==> config.mk <==
export PLATFORM = sky130hd
export DESIGN_NAME = small_key_value_map
export DESIGN_NICKNAME = d
export VERILOG_FILES = /design/src/rtl/skvm_pkg.sv /design/src/rtl/skvm_ctrl.sv /design/src/rtl/skvm_dp.sv /design/src/rtl/small_key_value_map.sv
export VERILOG_INCLUDE_DIRS = /design/src /design/src/rtl
export SDC_FILE = /design/constraint.sdc
export NUM_CORES = 2
export LEC_CHECK = 0
export BUFFER_PORTS_ARGS = -buffer_cell sky130_fd_sc_hd__buf_2
export CAP_MARGIN = 20
export CORE_ASPECT_RATIO = 0.9
export CORE_MARGIN = 2
export CORE_UTILIZATION = 60
export CTS_BUF_LIST = sky130_fd_sc_hd__clkbuf_2 sky130_fd_sc_hd__clkbuf_4 sky130_fd_sc_hd__clkbuf_8
export DETAILED_ROUTE_END_ITERATION = 12
export PLACE_DENSITY = 0.77
export SLEW_MARGIN = 30
export SYNTH_ARGS = -nofsm -noshare
export SYNTH_HDL_FRONTEND = slang
export SYNTH_SLANG_ARGS = --single-unit
export TNS_END_PERCENT = 20
==> constraint.sdc <==
create_clock -name clk -period 7.35 [get_ports clk]
set_input_delay 0.3675 -clock clk [delete_from_list [all_inputs] [get_ports clk]]
set_output_delay 0.3675 -clock clk [all_outputs]
set_load 0.005 [all_outputs]
==> src/rtl/small_key_value_map_macros.svh <==
// ----------------------------------------------------------------------------
// small_key_value_map_macros
// assertion macros used by the key/value map top level
// ----------------------------------------------------------------------------
`ifndef SMALL_KEY_VALUE_MAP_MACROS_SVH
`define SMALL_KEY_VALUE_MAP_MACROS_SVH

// same-cycle implication, checked outside reset
`define SKVM_ASSERT_NOW(label, ante, cons, msg) \
    label: assert property (@(posedge clk) disable iff (!rst_n) (ante) |-> (cons)) \
        else $error(msg);

// next-cycle implication, checked outside reset
`define SKVM_ASSERT_NEXT(label, ante, cons, msg) \
    label: assert property (@(posedge clk) disable iff (!rst_n) (ante) |=> (cons)) \
        else $error(msg);

`endif

==> src/rtl/skvm_pkg.sv <==
// ----------------------------------------------------------------------------
// skvm_pkg
// widths, codes and control structs for the key/value map
// ----------------------------------------------------------------------------
package skvm_pkg;

    localparam int CAPACITY   = 16;
    localparam int NS_BITS    = 16;
    localparam int NAME_BITS  = 32;
    localparam int VALUE_BITS = 32;
    localparam int IDX_W      = (CAPACITY > 1) ? $clog2(CAPACITY) : 1;
    localparam int CNT_W      = $clog2(CAPACITY + 1);

    // request actions
    localparam logic [2:0] ACT_ADD    = 3'd0;
    localparam logic [2:0] ACT_SET    = 3'd1;
    localparam logic [2:0] ACT_GET    = 3'd2;
    localparam logic [2:0] ACT_REMOVE = 3'd3;
    localparam logic [2:0] ACT_CLEAR  = 3'd4;

    // response status
    localparam logic [1:0] ST_OK      = 2'd0;
    localparam logic [1:0] ST_PRESENT = 2'd1;
    localparam logic [1:0] ST_FULL    = 2'd2;

    // controller to datapath commands
    typedef struct packed {
        logic capture;
        logic lookup;
        logic exec;
        logic move;
        logic load;
    } ctl_cmd_t;

    // datapath to controller status
    typedef struct packed {
        logic need_move;
    } dp_stat_t;

endpackage

==> src/rtl/skvm_ctrl.sv <==
// ----------------------------------------------------------------------------
// skvm_ctrl
// request sequencer and response valid for the key/value map
// ----------------------------------------------------------------------------
module skvm_ctrl
    import skvm_pkg::*;
(
    input  logic     clk,
    input  logic     rst_n,
    input  logic     req_valid,
    output logic     req_stall,
    output logic     rsp_valid,
    input  logic     rsp_stall,
    input  dp_stat_t stat,
    output ctl_cmd_t cmd
);

    typedef enum logic [2:0] {
        S_IDLE,
        S_LOOKUP,
        S_EXEC,
        S_MOVE,
        S_DONE
    } state_t;

    state_t state_reg;
    state_t state_next;
    logic   rsp_valid_reg;
    logic   rsp_valid_next;
    logic   out_free;
    logic   can_take;
    logic   take;

    assign out_free = !rsp_valid_reg || !rsp_stall;
    assign can_take = (state_reg == S_IDLE) || ((state_reg == S_DONE) && out_free);
    assign take     = req_valid && can_take;

    assign req_stall = !can_take;
    assign rsp_valid = rsp_valid_reg;

    assign cmd.capture = take;
    assign cmd.lookup  = (state_reg == S_LOOKUP);
    assign cmd.exec    = (state_reg == S_EXEC);
    assign cmd.move    = (state_reg == S_MOVE);
    assign cmd.load    = (state_reg == S_DONE) && out_free;

    always_comb
    begin
        state_next = state_reg;
        case (state_reg)
            S_IDLE:
            begin
                if (take)
                begin
                    state_next = S_LOOKUP;
                end
            end
            S_LOOKUP: state_next = S_EXEC;
            S_EXEC:   state_next = stat.need_move ? S_MOVE : S_DONE;
            S_MOVE:   state_next = S_DONE;
            S_DONE:
            begin
                if (out_free)
                begin
                    state_next = take ? S_LOOKUP : S_IDLE;
                end
            end
            default:  state_next = S_IDLE;
        endcase
    end

    always_comb
    begin
        rsp_valid_next = rsp_valid_reg;
        if (cmd.load)
        begin
            rsp_valid_next = 1'b1;
        end
        else if (!rsp_stall)
        begin
            rsp_valid_next = 1'b0;
        end
    end

    always_ff @(posedge clk or negedge rst_n)
    begin
        if (!rst_n)
        begin
            state_reg     <= S_IDLE;
            rsp_valid_reg <= 1'b0;
        end
        else
        begin
            state_reg     <= state_next;
            rsp_valid_reg <= rsp_valid_next;
        end
    end

endmodule

==> src/rtl/skvm_dp.sv <==
// ----------------------------------------------------------------------------
// skvm_dp
// key table, value memory, compare and result registers
// ----------------------------------------------------------------------------
module skvm_dp
    import skvm_pkg::*;
(
    input  logic                  clk,
    input  logic                  rst_n,
    input  ctl_cmd_t              cmd,
    output dp_stat_t              stat,
    input  logic                  cfg_write,
    input  logic                  cfg_data,
    input  logic [2:0]            action,
    input  logic [NS_BITS-1:0]    namespace_id,
    input  logic [NAME_BITS-1:0]  name_id,
    input  logic [VALUE_BITS-1:0] value,
    output logic [1:0]            status,
    output logic                  found,
    output logic [VALUE_BITS-1:0] value_out,
    output logic [4:0]            entry_count
);

    // captured request
    logic [2:0]            act_reg;
    logic [NS_BITS-1:0]    ns_reg;
    logic [NAME_BITS-1:0]  nm_reg;
    logic [VALUE_BITS-1:0] val_reg;

    // table state
    logic [NS_BITS-1:0]    key_ns_reg [CAPACITY];
    logic [NAME_BITS-1:0]  key_nm_reg [CAPACITY];
    logic [VALUE_BITS-1:0] val_mem    [CAPACITY];
    logic [VALUE_BITS-1:0] rd_q;
    logic [CNT_W-1:0]      count_reg;
    logic [CNT_W-1:0]      count_next;
    logic                  owns_reg;

    // lookup
    logic [CAPACITY-1:0]   match;
    logic [IDX_W-1:0]      slot_enc;
    logic                  hit_reg;
    logic [IDX_W-1:0]      slot_reg;

    // execute
    logic [IDX_W-1:0]      count_idx;
    logic [IDX_W-1:0]      last_idx;
    logic [CNT_W-1:0]      count_dec;
    logic                  is_full;
    logic                  is_insert;
    logic                  do_append;
    logic                  do_update;
    logic                  do_remove;
    logic                  mem_we;
    logic [IDX_W-1:0]      mem_wa;
    logic [VALUE_BITS-1:0] mem_wd;
    logic [IDX_W-1:0]      mem_ra;

    // results
    logic [1:0]            res_status_reg;
    logic                  res_found_reg;
    logic [VALUE_BITS-1:0] res_value_reg;
    logic [1:0]            res_status_next;
    logic                  res_found_next;
    logic [VALUE_BITS-1:0] res_value_next;
    logic [1:0]            out_status_reg;
    logic                  out_found_reg;
    logic [VALUE_BITS-1:0] out_value_reg;
    logic [CNT_W-1:0]      out_count_reg;

    always_ff @(posedge clk)
    begin
        if (cmd.capture)
        begin
            act_reg <= action;
            ns_reg  <= namespace_id;
            nm_reg  <= name_id;
            val_reg <= value;
        end
    end

    // parallel key compare over occupied slots
    always_comb
    begin
        for (int i = 0; i < CAPACITY; i++)
        begin
            match[i] = (CNT_W'(i) < count_reg) && (key_ns_reg[i] == ns_reg)
                       && (key_nm_reg[i] == nm_reg);
        end
    end

    always_comb
    begin
        slot_enc = '0;
        for (int i = CAPACITY - 1; i >= 0; i--)
        begin
            if (match[i])
            begin
                slot_enc = IDX_W'(i);
            end
        end
    end

    always_ff @(posedge clk)
    begin
        if (cmd.lookup)
        begin
            hit_reg  <= |match;
            slot_reg <= slot_enc;
        end
    end

    assign count_dec = count_reg - CNT_W'(1);
    assign count_idx = count_reg[IDX_W-1:0];
    assign last_idx  = count_dec[IDX_W-1:0];
    assign is_full   = (count_reg == CNT_W'(CAPACITY));
    assign is_insert = ((act_reg == ACT_ADD) || (act_reg == ACT_SET)) && !hit_reg;
    assign do_append = cmd.exec && is_insert && !is_full;
    assign do_update = cmd.exec && (act_reg == ACT_SET) && hit_reg;
    assign do_remove = cmd.exec && (act_reg == ACT_REMOVE) && hit_reg;

    assign stat.need_move = (act_reg == ACT_REMOVE) && hit_reg;

    always_comb
    begin
        count_next = count_reg;
        if (cmd.exec)
        begin
            if (act_reg == ACT_CLEAR)
            begin
                count_next = '0;
            end
            else if (do_append)
            begin
                count_next = count_reg + CNT_W'(1);
            end
            else if (do_remove)
            begin
                count_next = count_dec;
            end
        end
    end

    always_ff @(posedge clk or negedge rst_n)
    begin
        if (!rst_n)
        begin
            count_reg <= '0;
            owns_reg  <= 1'b0;
        end
        else
        begin
            count_reg <= count_next;
            if (cfg_write)
            begin
                owns_reg <= cfg_data;
            end
        end
    end

    // key table: append at the end, last entry fills the hole on remove
    always_ff @(posedge clk)
    begin
        if (do_append)
        begin
            key_ns_reg[count_idx] <= ns_reg;
            key_nm_reg[count_idx] <= nm_reg;
        end
        else if (do_remove)
        begin
            key_ns_reg[slot_reg] <= key_ns_reg[last_idx];
            key_nm_reg[slot_reg] <= key_nm_reg[last_idx];
        end
    end

    // value memory: slot read during lookup, last entry read during execute
    assign mem_we = do_append || do_update || cmd.move;
    assign mem_wa = do_append ? count_idx : slot_reg;
    assign mem_wd = cmd.move ? rd_q : val_reg;
    assign mem_ra = cmd.lookup ? slot_enc : last_idx;

    always_ff @(posedge clk)
    begin
        if (mem_we)
        begin
            val_mem[mem_wa] <= mem_wd;
        end
        rd_q <= val_mem[mem_ra];
    end

    always_comb
    begin
        res_status_next = ST_OK;
        res_found_next  = 1'b0;
        res_value_next  = '0;
        case (act_reg)
            ACT_ADD:
            begin
                if (hit_reg)
                begin
                    res_status_next = ST_PRESENT;
                    res_found_next  = 1'b1;
                end
                else if (is_full)
                begin
                    res_status_next = ST_FULL;
                end
            end
            ACT_SET:
            begin
                if (hit_reg)
                begin
                    res_found_next = 1'b1;
                end
                else if (is_full)
                begin
                    res_status_next = ST_FULL;
                end
            end
            ACT_GET:
            begin
                res_found_next = hit_reg;
                res_value_next = hit_reg ? rd_q : '0;
            end
            ACT_REMOVE:
            begin
                res_found_next = hit_reg;
                res_value_next = (hit_reg && !owns_reg) ? rd_q : '0;
            end
            default:
            begin
                res_status_next = ST_OK;
            end
        endcase
    end

    always_ff @(posedge clk)
    begin
        if (cmd.exec)
        begin
            res_status_reg <= res_status_next;
            res_found_reg  <= res_found_next;
            res_value_reg  <= res_value_next;
        end
        if (cmd.load)
        begin
            out_status_reg <= res_status_reg;
            out_found_reg  <= res_found_reg;
            out_value_reg  <= res_value_reg;
            out_count_reg  <= count_reg;
        end
    end

    assign status      = out_status_reg;
    assign found       = out_found_reg;
    assign value_out   = out_value_reg;
    assign entry_count = 5'(out_count_reg);

endmodule

==> src/rtl/small_key_value_map.sv <==
// a request accepted passes through lookup, execute, move (only when a remove hits and the last
// entry must be moved into the hole) and done before its response is registered
// one request at a time: a new one is taken only in idle or in done, set by the single
// read port of the value memory and the compare-then-write sequence
// reset: entry count and owns_values clear at once; table contents stay undefined, no sweep
// ----------------------------------------------------------------------------
// small_key_value_map
// fixed-capacity map keyed by (namespace, name) with swap-on-remove
// ----------------------------------------------------------------------------
`include "small_key_value_map_macros.svh"

module small_key_value_map
    import skvm_pkg::*;
(
    input  logic                  clk,
    input  logic                  rst_n,
    // configuration
    input  logic                  cfg_write,
    input  logic                  cfg_data,
    // request channel
    input  logic                  req_valid,
    output logic                  req_stall,
    input  logic [2:0]            action,
    input  logic [NS_BITS-1:0]    namespace_id,
    input  logic [NAME_BITS-1:0]  name_id,
    input  logic [VALUE_BITS-1:0] value,
    // response channel
    output logic                  rsp_valid,
    input  logic                  rsp_stall,
    output logic [1:0]            status,
    output logic                  found,
    output logic [VALUE_BITS-1:0] value_out,
    output logic [4:0]            entry_count
);

    // command and status between the sequencer and the table datapath
    ctl_cmd_t cmd;
    dp_stat_t stat;

    // sequencer: idle -> lookup -> execute -> (move) -> done
    // a new request is taken in done as soon as the response register frees up
    skvm_ctrl u_ctrl (
        .clk       (clk),
        .rst_n     (rst_n),
        .req_valid (req_valid),
        .req_stall (req_stall),
        .rsp_valid (rsp_valid),
        .rsp_stall (rsp_stall),
        .stat      (stat),
        .cmd       (cmd)
    );

    // datapath: parallel compare over all occupied slots, value memory with
    // registered read, and the response register that parts the two channels
    skvm_dp u_dp (
        .clk          (clk),
        .rst_n        (rst_n),
        .cmd          (cmd),
        .stat         (stat),
        .cfg_write    (cfg_write),
        .cfg_data     (cfg_data),
        .action       (action),
        .namespace_id (namespace_id),
        .name_id      (name_id),
        .value        (value),
        .status       (status),
        .found        (found),
        .value_out    (value_out),
        .entry_count  (entry_count)
    );

    // count never exceeds the table size
    `SKVM_ASSERT_NOW(a_count_range, rsp_valid, entry_count <= 5'(CAPACITY), "entry count over capacity")
    // a request refused because the table is full never reports a match
    `SKVM_ASSERT_NOW(a_full_not_found, rsp_valid && (status == ST_FULL), !found, "full with found set")
    // an add refused as present always carries found
    `SKVM_ASSERT_NOW(a_present_found, rsp_valid && (status == ST_PRESENT), found, "present without found")
    // one request in flight: the cycle after a request is taken, the channel stalls
    `SKVM_ASSERT_NEXT(a_one_in_flight, req_valid && !req_stall, req_stall, "request taken back to back")

endmodule

==> flow_summary.ini <==
[status]
status = complete, no violations

[final_layout]
drive_gt1_share_pct = 23.7
regArea_sq_um = 44200
n_fill_cell = 7134
syn_to_final_growth_pct = 13.6
fin_cells = 6028
nets = 4450
multiInputGateArea_sq_um = 21200

[floorplan]
pin_count = 131
rows = 115
core_area_sq_um = 109000
die_w_um = 354
start_util_pct = 60.5
die_area_sq_um = 113000
die-height_um = 319

[detailed_routing]
routed_wl_um = 254000
firstDrtPassIters = 6
vias_per_cell = 7.08
drc_errors = 0
drtIter0Drc = 8591
vias = 42700
post_drt_wl_per_cell_um = 42.1
final_antenna_net_count = 0

[logic_synthesis]
synthCells = 4001
ys_ff_latch = 1485
synth_area_sq_um = 66200
syn_nets = 4093
avgSynthCellArea_sq_um = 16.5
netlist_top_cells_count = 1443 x edfxtp_1, 477 x xor2_1, 262 x xnor2_1, 240 x mux4_2, 160 x nand2_1
ys_seq_area_share_pct = 66.8
synthArstFlopShare_pct = 0.673
synth_top_area_share_pct = 65.5
yosys_warnings = 0
ys_types = 73
yosysMostFrequentCell = edfxtp_1
ys_top_cells_by_area = edfxtp_1 65%, mux4_2 8.2%, xor2_1 6.3%
synth.largest_area_cell = edfxtp_1
synth_edf_count = 1443
synthFlopType = edfxtp_1

[sta]
period_share_pct = 85.5
rsz0062_at_grt = no
final-max-slew-violation-count = 0
fin_tns_setup_ps = 0
fmax_ghz = 0.159
hold_violations = 0
timing.final.crit_period_ps = 6280
whs_ps = 79.6
finClkSkew_ps = 65.0
worstMarginPinSlew_ps = 1210
setup_viol = 0
slew_headroom_pct = 18.8

[clock_tree]
cts_setup_buffers = 0
cts_buffers = 223
cts.sinks = 1485
cts_root_buffer = clkbuf_8
ctsHtreeMaxLevel = 4
cts.reportedPaths.clkPinSlew_ps = 70
cts_tree = built
clock_latency_ps = 1010
cts_max_path_buffers = 3

[worst_setup_path]
path_cells = xor2_1 -> nor4_1 -> nand4_1 -> nor4_1 -> buf_4 -> or3_1 -> o221a_2 -> a2111oi_4 -> nor2_4 -> buf_4 -> mux2_2 -> o221ai_1 -> o21ai_1 -> a221o_1
cp.arrival_ps = 7130
cpPeakStageDelay_ps = 990
crit_fanout = 21
critPathKind = flip-flop to flip-flop
startpoint = u_dp.nm_reg[23]$_DFFE_PP_
slowest_stage = edfxtp_1
r2r-start = u_dp.nm_reg[23]$_DFFE_PP_
cp-end-kind = flip-flop
reg2reg_depth = 14
required_ps = 8200
start_kind = flip-flop

[power_and_ir_drop]
power_density_nw_per_um2 = 394
p_sw_share_pct = 37.4
clock_power_share_pct = 24.8
irDropWorstVdd_v = 0.000460
seqPwrFrac_pct = 36.9
total_leakage_power_nw = 25.0
combPwrFrac_pct = 38.3
p_switching_mw = 11.1
internal_power_mw = 18.5

[grt]
grt.total_usage_pct = 45.0
grt_pass1_vias = 39700
grt_first_pass_wirelength_um = 339000
grt-ovfl-total = 0
grt_max_degree = 97
antenna_found_initial = 25

[placement]
place_hpwl_um = 177000
gp_congestion = 1.11
io_buffers = 130
dp.cells = 5502

[hold_path]
hp-class = primary input to flip-flop
whs_path_depth = 2
hp-start = name_id[10]

[run]
max-cap-violations = 0
[per-stage QoR]
step	power [mW]	area [sq um]	setup WS [ps]	util, %
6_report	29.6	75200	1070	68.7
5_1_grt	30.2	75100	1140	68.7
4_1_cts	29.0	74900	1420	68.5
3_5_place_dp	21.8	69200	1530	63.3
3_3_place_gp	21.6	68900	1440	63.0
2_1_floorplan	17.9	66200	2560	-
[power by group through the flow]
| stage | combinational, mW | sequential (mW) | clock (mW) |
|---|---|---|---|
| floorplan | 7.30 | 10.6 | 0 |
| global route | 11.6 | 10.9 | 7.68 |
| finish | 11.3 | 10.9 | 7.34 |
| global placement | 10.5 | 11.1 | 0 |
| detailed placement | 10.7 | 11.1 | 0 |
| CTS | 10.8 | 10.9 | 7.28 |
[cells in the final DEF, fill, tap and decap left out, types with 19 or more instances in the layout]
cell type | Yosys | final
a21o_1 | 19 | 19
nand3_1 | 25 | 25
xnor2_1 | 262 | 246
dlygate4sd3_1 | 0 | 88
a21oi_1 | 43 | 41
a22oi_1 | 24 | 24
a221o_1 | 25 | 25
o21ai_1 | 20 | 19
a221oi_1 | 23 | 23
nand2b_1 | 22 | 22
clkinv_2 | 0 | 29
nor2_4 | 0 | 35
nor3_1 | 28 | 26
inv_1 | 31 | 30
mux2_1 | 41 | 41
buf_2 | 74 | 130
clkinv_1 | 1 | 43
xor2_1 | 477 | 468
nor2_1 | 125 | 91
nor4_1 | 129 | 112
buf_4 | 52 | 133
clkbuf_4 | 0 | 81
edfxtp_1 | 1443 | 1443
mux2_2 | 70 | 70
nand2_1 | 160 | 159
nand4_1 | 92 | 92
a211oi_1 | 38 | 37
nor2b_1 | 31 | 31
and2_1 | 36 | 35
a22o_1 | 21 | 21
dfxtp_1 | 32 | 32
mux4_2 | 240 | 240
mux2i_1 | 142 | 142
clkbuf_8 | 0 | 238
o21ai_0 | 29 | 29
[what timing repair did]
| item | in CTS | in global routing |
|---|---|---|
| gates resized for setup | 0 | 0 |
| hold endpoints to repair | 113 | 0 |
| hold buffers | 88 | 0 |
[cell type report]
class / count / share of cell area, %
well taps: 1462 / 2.43
repair buffers: 371 / 3.85
multi-input cells: 2241 / 28.3
clock buffers: 319 / 5.17
clock inverters: 99 / 1.22
inverters: 36 / 0.180
diodes: 15 / 0.0499
flip-flops and latches: 1485 / 58.8
[kinds of logic (layout without fill, tap and decap cells)]
kind of cell	Yosys count	after routing	synth area share [%]
and+or+nand+nor	680	680	5.35
xor gates and xnor gates	739	739	9.78
AOI/OAI and AO/OA	326	326	3.67
adders and majority gates	3	3	0.0567
muxes	493	493	12.2
other	0	15	0
DFF	1485	1485	66.8
buffers and inverters	275	825	2.10
[metal layers]
metal	GRT usage (%)	up-vias	routed length [um]
met1	63.0	21900	93600
li1	-	16300	-
met3	22.7	496	45400
met4	14.0	28	9010
met2	61.5	3983	106000
met5	0.894	-	321
[path summary, 6_finish.rpt]
check	endpoint	slack, ps
worst max-delay path	u_dp.rd_q[8]$_DFF_P_	1070
max in group asynchronous	u_dp.count_reg[0]$_DFFE_PN0P_	6300
min in group asynchronous	u_dp.owns_reg$_DFFE_PN0P_	520
worst min-delay path	u_dp.nm_reg[10]$_DFFE_PP_	80
worst max register to register	u_dp.rd_q[8]$_DFF_P_	1070
worst min register to register	u_dp.value_out[7]$_DFFE_PP_	410
[critical path, delay by kind of cell, from the launching register on]
family / cells / cell delay (ps)
simple gates: 5 / 2660
mux: 1 / 380
flops: 1 / 990
xor+xnor: 1 / 460
buf+inv: 2 / 650
compound gates: 5 / 960
Note: power is estimated with default switching activity, not from simulation.
